File: config.mk
export PLATFORM = sky130hd
export DESIGN_NAME = debounced_hold_press_detector_core
export DESIGN_NICKNAME = d
export VERILOG_FILES = /design/src/hdl/dhpd_pkg.sv /design/src/hdl/dhpd_step.sv /design/src/hdl/debounced_hold_press_detector_core.sv
export SDC_FILE = /design/constraint.sdc
export NUM_CORES = 1
export LEC_CHECK = 0
export BUFFER_PORTS_ARGS = -buffer_cell sky130_fd_sc_hd__buf_2
export CORE_MARGIN = 5
export CORE_UTILIZATION = 63
export CTS_CLUSTER_DIAMETER = 100
export DETAILED_ROUTE_END_ITERATION = 10
export PLACE_DENSITY_LB_ADDON = 0.08
export SLEW_MARGIN = 20
export SYNTH_ARGS = -nofsm -noshare
export SYNTH_HDL_FRONTEND = slang
export SYNTH_SLANG_ARGS = --single-unit
export TNS_END_PERCENT = 100
File: constraint.sdc
create_clock -name clk -period 5.75 [get_ports clk]
set_input_delay 0.2875 -clock clk [delete_from_list [all_inputs] [get_ports clk]]
set_output_delay 0.2875 -clock clk [all_outputs]
set_load 0.1 [all_outputs]
File: src/hdl/dhpd_pkg.sv
// Shared types, codes and constants of the debounced hold/press detector.
// No dependencies; imported by every module of the block.
package dhpd_pkg;

  // Width of the internal time base; stamps are cast to this width.
  localparam int TIME_BITS = 32;

  localparam int STAMP_W    = 32;
  localparam int REG_W      = 16;
  localparam int CFG_IDX_W  = 3;
  localparam int IN_DATA_W  = 56;  // 51 bits of fields, padded to bytes
  localparam int OUT_DATA_W = 8;   // 7 bits of fields, padded to a byte

  typedef logic [TIME_BITS-1:0] time_t;

  typedef enum logic [1:0] {
    OP_SAMPLE       = 2'd0,
    OP_RESET_CD     = 2'd1,
    OP_SET_DIRECT   = 2'd2,
    OP_CLEAR_DIRECT = 2'd3
  } op_t;

  typedef enum logic [CFG_IDX_W-1:0] {
    CFG_DEBOUNCE    = 3'd0,
    CFG_HOLD        = 3'd1,
    CFG_SHORT_MIN   = 3'd2,
    CFG_STOP_CD     = 3'd3,
    CFG_TOGGLE_CD   = 3'd4
  } cfg_idx_t;

  localparam logic [REG_W-1:0] DEBOUNCE_RST  = 16'd30;
  localparam logic [REG_W-1:0] HOLD_RST      = 16'd300;
  localparam logic [REG_W-1:0] SHORT_MIN_RST = 16'd50;
  localparam logic [REG_W-1:0] STOP_CD_RST   = 16'd700;
  localparam logic [REG_W-1:0] TOGGLE_CD_RST = 16'd350;

  typedef struct packed {
    logic [REG_W-1:0] settle_ms;
    logic [REG_W-1:0] hold_ms;
    logic [REG_W-1:0] short_min_ms;
    logic [REG_W-1:0] stop_cooldown_ms;
    logic [REG_W-1:0] toggle_cooldown_ms;
  } cfg_t;

  typedef struct packed {
    op_t              opcode;
    logic [STAMP_W-1:0] now_ms;
    logic             raw_level;
    logic             is_recording;
    logic             is_sleeping;
    logic [REG_W-1:0] cooldown_ms;
  } item_t;

  typedef struct packed {
    logic  last_raw;
    time_t last_change_time;
    logic  pressed;
    time_t press_start_time;
    logic  hold_fired;
    time_t cooldown_until;
    logic  direct_flag;
  } state_t;

  typedef struct packed {
    logic record_start;
    logic stop_request;
    logic sleep_toggle;
    logic wake_request;
    logic activity_report;
    logic pressed_level;
    logic direct_record;
  } result_t;

endpackage

File: src/hdl/dhpd_step.sv
// Combinational next-state and result logic for one item.
// Depends on dhpd_pkg.
module dhpd_step import dhpd_pkg::*; (
  input  item_t   item,
  input  state_t  st,
  input  cfg_t    cfg,
  output state_t  st_next,
  output result_t res
);

  time_t t;
  time_t since_change;
  time_t held;
  logic  raw_changed;
  logic  settled;
  logic  down;
  logic  locked;

  assign t            = time_t'(item.now_ms);
  assign raw_changed  = (item.raw_level != st.last_raw);
  // a change restarts the settle timer at zero
  assign since_change = raw_changed ? '0 : (t - st.last_change_time);
  assign settled      = (since_change >= time_t'(cfg.settle_ms));
  assign down         = ~item.raw_level;
  assign locked       = (t < st.cooldown_until);
  assign held         = t - st.press_start_time;

  always_comb begin
    st_next = st;
    res     = '0;
    case (item.opcode)
      OP_RESET_CD: begin
        st_next.hold_fired     = 1'b0;
        st_next.direct_flag    = 1'b0;
        st_next.cooldown_until = t + time_t'(item.cooldown_ms);
      end
      OP_SET_DIRECT: begin
        st_next.direct_flag = 1'b1;
      end
      OP_CLEAR_DIRECT: begin
        st_next.direct_flag = 1'b0;
      end
      OP_SAMPLE: begin
        if (raw_changed) begin
          st_next.last_change_time = t;
          st_next.last_raw         = item.raw_level;
        end
        if (settled) begin
          if (locked) begin
            st_next.pressed = down;
          end else if (down && !st.pressed) begin
            st_next.pressed          = 1'b1;
            st_next.press_start_time = t;
            st_next.hold_fired       = 1'b0;
          end else if (down) begin
            if (!st.hold_fired && held >= time_t'(cfg.hold_ms)) begin
              st_next.hold_fired  = 1'b1;
              st_next.direct_flag = 1'b1;
              res.record_start    = 1'b1;
              res.wake_request    = item.is_sleeping;
              res.activity_report = ~item.is_sleeping;
            end
          end else if (st.pressed) begin
            st_next.pressed    = 1'b0;
            st_next.hold_fired = 1'b0;
            if (st.hold_fired || item.is_recording) begin
              res.stop_request       = 1'b1;
              st_next.direct_flag    = 1'b0;
              st_next.cooldown_until = t + time_t'(cfg.stop_cooldown_ms);
            end else if (held >= time_t'(cfg.short_min_ms) &&
                         held < time_t'(cfg.hold_ms)) begin
              res.sleep_toggle       = 1'b1;
              st_next.cooldown_until = t + time_t'(cfg.toggle_cooldown_ms);
            end
          end
        end
      end
      default: begin
        st_next = st;
      end
    endcase
    res.pressed_level = st_next.pressed;
    res.direct_record = st_next.direct_flag;
  end

endmodule

File: src/hdl/debounced_hold_press_detector_core.sv
// Top level of the debounced hold/press detector: stream ports, config
// registers, state and pipeline registers. Depends on dhpd_pkg, dhpd_step.
//
// One item is one poll of an active-low button or one command, and every
// item gives exactly one result item. The block takes a new item every
// clock cycle while the result register is not stalled; a result shows on
// the master side after its item passes the input register and then the
// result register. The next state is computed in dhpd_step: each item
// reads the state the previous item left and writes the new state in the
// same cycle, so no bypassing is needed. Backpressure on m_tready stalls
// both stages; an item can still enter while a finished result waits, as
// long as the input register is free. Config registers reset to
// 30/300/50/700/350 ms and are meant to be written only while no item is
// in flight. After rst the block is ready at once; there is no clearing
// pass.
module debounced_hold_press_detector_core import dhpd_pkg::*; (
  input  logic                  clk,
  input  logic                  rst,
  // input items
  input  logic                  s_tvalid,
  output logic                  s_tready,
  // [31:0] now_ms, [32] raw_level, [33] is_recording, [34] is_sleeping,
  // [50:35] cooldown_ms, [55:51] zero
  input  logic [IN_DATA_W-1:0]  s_tdata,
  // [1:0] opcode
  input  logic [1:0]            s_tuser,
  // result items
  output logic                  m_tvalid,
  input  logic                  m_tready,
  // [0] record_start, [1] stop_request, [2] sleep_toggle, [3] wake_request,
  // [4] activity_report, [5] pressed_level, [6] direct_record, [7] zero
  output logic [OUT_DATA_W-1:0] m_tdata,
  // configuration writes
  input  logic                  cfg_we,
  input  logic [CFG_IDX_W-1:0]  cfg_index,
  input  logic [REG_W-1:0]      cfg_data
);

  cfg_t    cfg;
  state_t  st;
  state_t  st_next;
  item_t   in_item;
  item_t   stg_item;
  logic    stg_valid;
  result_t res;
  result_t out_res;
  logic    out_valid;
  logic    out_stall;
  logic    fire;
  logic    accept;

  // unpack the stream fields
  assign in_item.opcode       = op_t'(s_tuser);
  assign in_item.now_ms       = s_tdata[31:0];
  assign in_item.raw_level    = s_tdata[32];
  assign in_item.is_recording = s_tdata[33];
  assign in_item.is_sleeping  = s_tdata[34];
  assign in_item.cooldown_ms  = s_tdata[50:35];

  // handshake: result register stalls only when held and not taken
  assign out_stall = out_valid && !m_tready;
  assign fire      = stg_valid && !out_stall;
  assign s_tready  = !stg_valid || !out_stall;
  assign accept    = s_tvalid && s_tready;

  // config registers
  always_ff @(posedge clk) begin
    if (rst) begin
      cfg.settle_ms          <= DEBOUNCE_RST;
      cfg.hold_ms            <= HOLD_RST;
      cfg.short_min_ms       <= SHORT_MIN_RST;
      cfg.stop_cooldown_ms   <= STOP_CD_RST;
      cfg.toggle_cooldown_ms <= TOGGLE_CD_RST;
    end else if (cfg_we) begin
      case (cfg_idx_t'(cfg_index))
        CFG_DEBOUNCE:  cfg.settle_ms          <= cfg_data;
        CFG_HOLD:      cfg.hold_ms            <= cfg_data;
        CFG_SHORT_MIN: cfg.short_min_ms       <= cfg_data;
        CFG_STOP_CD:   cfg.stop_cooldown_ms   <= cfg_data;
        CFG_TOGGLE_CD: cfg.toggle_cooldown_ms <= cfg_data;
        default: ;  // unmapped index, ignored
      endcase
    end
  end

  // input register
  always_ff @(posedge clk) begin
    if (rst) begin
      stg_valid <= 1'b0;
    end else if (accept) begin
      stg_valid <= 1'b1;
    end else if (fire) begin
      stg_valid <= 1'b0;
    end
  end

  always_ff @(posedge clk) begin
    if (accept) begin
      stg_item <= in_item;
    end
  end

  dhpd_step u_step (
    .item    (stg_item),
    .st      (st),
    .cfg     (cfg),
    .st_next (st_next),
    .res     (res)
  );

  // detector state, updated once per item
  always_ff @(posedge clk) begin
    if (rst) begin
      st.last_raw         <= 1'b1;
      st.last_change_time <= '0;
      st.pressed          <= 1'b0;
      st.press_start_time <= '0;
      st.hold_fired       <= 1'b0;
      st.cooldown_until   <= '0;
      st.direct_flag      <= 1'b0;
    end else if (fire) begin
      st <= st_next;
    end
  end

  // result register
  always_ff @(posedge clk) begin
    if (rst) begin
      out_valid <= 1'b0;
    end else if (fire) begin
      out_valid <= 1'b1;
    end else if (m_tready) begin
      out_valid <= 1'b0;
    end
  end

  always_ff @(posedge clk) begin
    if (fire) begin
      out_res <= res;
    end
  end

  assign m_tvalid = out_valid;
  assign m_tdata  = {1'b0, out_res.direct_record, out_res.pressed_level,
                     out_res.activity_report, out_res.wake_request,
                     out_res.sleep_toggle, out_res.stop_request,
                     out_res.record_start};

endmodule

==> summary.md <==
| Metric | Value |
|---|---|
| R2R cell count | `24` |
| Largest net degree at the start of global routing | `90` |
| WL final | `approximately 52000 µm` |
| CTS sink cnt | `around 240` |
| Gate power share | `between 20% and 30%` |
| Tmin final | `roughly 5.4 ns` |
| H-tree depth | `1` |
| Initial DRC Count | `around 1600` |
| Fin. max-slew vios | `0` |
| PwrDens | `232 nW/µm²` |
| Synth Instances | `2121` |
| Average size of a mapped cell | `8.21 µm²` |
| First-pass GRT wire length | `81900 µm` |
| Sequential Power Share | `roughly two fifths` |
| Routed vias/inst | `about 6.2` |
| Initial antenna violation count | `0` |
| Core footprint | `27100 µm²` |
| Critical path arrival | `5.84 ns` |
| CP startpoint | `stg_item[19]` |
| Crit path launch type | `flop` |
| Setup ws final | `~0.31 ns` |
| Slowest stage delay, CP | `between 0.4 and 0.5 ns` |
| Crit. End Element | `flop` |
| Sequential Area | `between 5000 and 6000 µm²` |
| Nets | `around 2500` |
| Slew margin rel. | `32.3%` |
| LEAKAGE | `about 7.5 nW` |
| Sequential fraction of the synthesis area | `a little under a third` |
| Final setup viols | `0` |
| Synth warn | `0` |
| Clk_skew | `between 0.01 and 0.015 ns` |
| Vias in the first global route | `between 15000 and 20000` |
| Final period utilization | `94.6%` |
| Crit path cell chain | `inv_1, ha_1, inv_1, fa_1, a211oi_2, o21ai_4, o21ai_0, nand2_1, a21o_1, a21oi_1, xor2_1, nor2_1, ha_1, a21o_1, a21o_1, a21o_1, nor2_1, nand4_1, a222oi_1, nand4_1, or3_4, and4_4, a21oi_4, o41ai_1` |
| Worst Hold Class | `in -> reg` |
| Worst vdd ir | `0.247 mV` |
| Max_cap viols | `0` |
| Clk buf depth | `3` |
| GRT Total Usage | `32.4%` |
| CP Buf/Inv Count | `2` |
| Actual slew at the worst max-slew pin | `approximately 1 ns` |
| I/O Buffers | `between 80 and 90` |
| Layout area overhead | `12.4%` |
| Reg2reg end | `st[23]` |
| Switching share of total power | `about 31%` |
| RePlAce Congestion | `roughly 0.92` |
| Reg2reg start | `stg_item[19]` |
| Detailed Routing Iterations Pass 1 | `6` |
| Unrepaired setup endpoints after global routing | `false` |
| FMAX | `184 MHz` |
| Syn nets | `between 2000 and 2500` |
| Vias | `16418` |
| Total CTS buffers | `27` |
| Die H | `176 µm` |
| Die Area | `31100 µm²` |
| WHS Path Cells | `4` |
| Post-DP HPWL | `about 37000 µm` |
| Status | `completed` |
| Mapped cell area | `between 15000 and 20000 µm²` |
| Cell repeated most along the worst path | `a21o_1` |
| DRC | `0` |
| Unique masters post-synth | `slightly above 90` |
| Asr flop ratio synth | `0%` |
| Final ANT Viol Nets | `0` |
| Total negative slack | `0 ns` |
| Clk slew on worst S/H paths | `about 0.06 ns` |
| Die Wd | `roughly 180 µm` |
| NetSw | `0.00141 W` |
| Drt wl/cell | `about 20 µm` |
| Top cell family by delay on the critical path | `compound AO/OA/AOI/OAI gates` |
| CP endpoint | `st[23]` |
| Share of layout cells above drive strength 1 | `between 10% and 20%` |
| # diodes | `0` |
| Area of the multi-input gates | `~11000 µm²` |
| Fin. Hold Viols | `0` |
| Flop2flop setup slack | `roughly 0.31 ns` |
| CP max stage cell | `or3_4` |
| Critical path class | `reg -> reg` |
| Crit path depth | `24` |
| Worst Path Max Fanout | `23` |
| Primary FF master, synth | `dfxtp_1` |
| Post-place setup slack | `~0.33 ns` |
| Row count | `60` |
| CTS root buf | `clkbuf_16` |
| Worst hold start | `m_tready` |
| Layout fillers | `roughly 2200` |
| CP required | `slightly above 6 ns` |
| Post-synthesis register bit count | `about 240` |
| Worst skew pair latency | `0.56 ns` |
| I/O Pins | `just over 90` |
| Post-synth EDFFs | `60` |
| Initial core utilization | `approximately 64%` |
| GRT Residual Overflow | `0` |
| CTS tree | `yes` |
| Internal Power | `roughly 0.0031 W` |
| Clk network pwr share | `a little over a third` |
-- cells in the mapped netlist (12+ instances only) --
| master | n | area share [%] |
|---|---|---|
| nand2_1 | 319 | 6.9 |
| a21oi_1 | 211 | 6.1 |
| dfxtp_1 | 182 | 21 |
| inv_1 | 174 | 3.8 |
| ha_1 | 173 | 12 |
| nor2_1 | 135 | 2.9 |
| o21ai_0 | 72 | 2.1 |
| clkbuf_1 | 66 | 1.4 |
| edfxtp_1 | 60 | 10 |
| a21o_1 | 50 | 2.2 |
| xnor2_1 | 50 | 2.5 |
| a211oi_1 | 40 | 1.7 |
| mux2i_1 | 40 | 2.3 |
| nor3_1 | 40 | 1.2 |
| nand3_1 | 38 | 1.1 |
| nand4_1 | 34 | 1.2 |
| o211ai_1 | 25 | 1.1 |
| o21a_1 | 24 | 1.0 |
| nor2b_1 | 22 | 0.79 |
| a211oi_2 | 19 | 1.4 |
| nand2b_1 | 19 | 0.68 |
| xor2_1 | 19 | 0.96 |
| a22oi_1 | 18 | 0.78 |
| mux2_2 | 18 | 1.2 |
| buf_2 | 16 | 0.46 |
| a2111oi_0 | 15 | 0.75 |
| and3_1 | 15 | 0.54 |
| and2_1 | 14 | 0.50 |
| nor4_1 | 12 | 0.43 |
-- cell usage in the layout, fill, tap and decap left out, types with 54 or more instances in the layout --
| master | netlist | routed |
|---|---|---|
| nor2_1 | 135 | 134 |
| o21ai_0 | 72 | 72 |
| a21oi_1 | 211 | 211 |
| inv_1 | 174 | 174 |
| dlygate4sd3_1 | 0 | 54 |
| buf_2 | 16 | 84 |
| edfxtp_1 | 60 | 60 |
| dfxtp_1 | 182 | 182 |
| ha_1 | 173 | 173 |
| nand2_1 | 319 | 319 |
-- layer usage --
layer	share of wire, %	global-route usage, %	vias up
met5	0	0	-
met4	3.4	10.4	0
met3	7.4	4.54	125
met2	47	54.4	623
met1	42	43.4	7782
li1	-	-	7888
-- through the flow --
step                power (W)  instances  utilization (%)  hold WS (ns)  area, µm²
finish                0.00453       2629             72.2        0.0305      19600
global route          0.00473       2629             72.2        0.0347      19600
CTS                   0.00452       2625             72.0        0.0110      19500
detailed placement    0.00288       2521             67.0         0.445      18200
global placement      0.00285       2521             67.0         0.439      18200
floorplan             0.00259       2121                -         0.386      17400
-- state kept, by name (all words and copies together), names as in the netlist --
name / flops
st: 100
cfg: 80
stg_item: 53
m_tdata: 7
m_tvalid: 1
stg_valid: 1
-- final cells by class --
class | count | area share, %
repair buffers | 182 | 6.60
inverters | 175 | 3.36
multi-input cells | 1608 | 55.6
well taps | 372 | 2.38
clock buffers | 37 | 3.80
flip-flops and latches | 242 | 27.8
clock inverters | 13 | 0.396
-- kinds of logic (layout without fill, tap and decap cells) --
| logic type | count (synthesis) | after routing | share of synthesized area, % |
|---|---|---|---|
| AND/OR/NAND/NOR | 692 | 692 | 18.3 |
| XOR/XNOR | 69 | 69 | 3.47 |
| buffers and inverters | 271 | 407 | 6.30 |
| multiplexers | 58 | 58 | 3.46 |
| other | 1 | 1 | 0.0215 |
| AO/OA/AOI/OAI | 611 | 611 | 24.3 |
| adder cells (fa/ha/maj) | 177 | 177 | 12.9 |
| flip-flops | 242 | 242 | 31.3 |
-- worst min-delay path by stage --
stage | to | slack, ns
4_1_cts | cfg[17] | 0.01
2_1_floorplan | stg_item[0] | 0.39
5_1_grt | m_tvalid | 0.03
6_report | m_tvalid | 0.03
3_3_place_gp | cfg[24] | 0.44
3_5_place_dp | cfg[26] | 0.45
-- power groups by stage --
stage | logic (W) | registers [W] | clock network (W)
2_1_floorplan | 0.000704 | 0.00189 | 0
3_3_place_gp | 0.000956 | 0.00189 | 0
3_5_place_dp | 0.000983 | 0.00189 | 0
4_1_cts | 0.00102 | 0.00186 | 0.00164
5_1_grt | 0.00114 | 0.00186 | 0.00173
6_report | 0.00105 | 0.00186 | 0.00163
-- worst min-delay path, delay by kind of cell --
family | cells | cell delay [ns]
buffers and inverters | 1 | 0.08
and+or+nand+nor | 3 | 0.19
-- what timing repair did --
item / 4_1_cts / 5_1_grt
endpoints found under the setup margin: 0 / 46
setup buffers: 0 / 4
hold endpoints to repair: 54 / 0
hold buffers: 54 / 0
gates resized for setup: 0 / 3
Power figures use the tool's default switching activity.
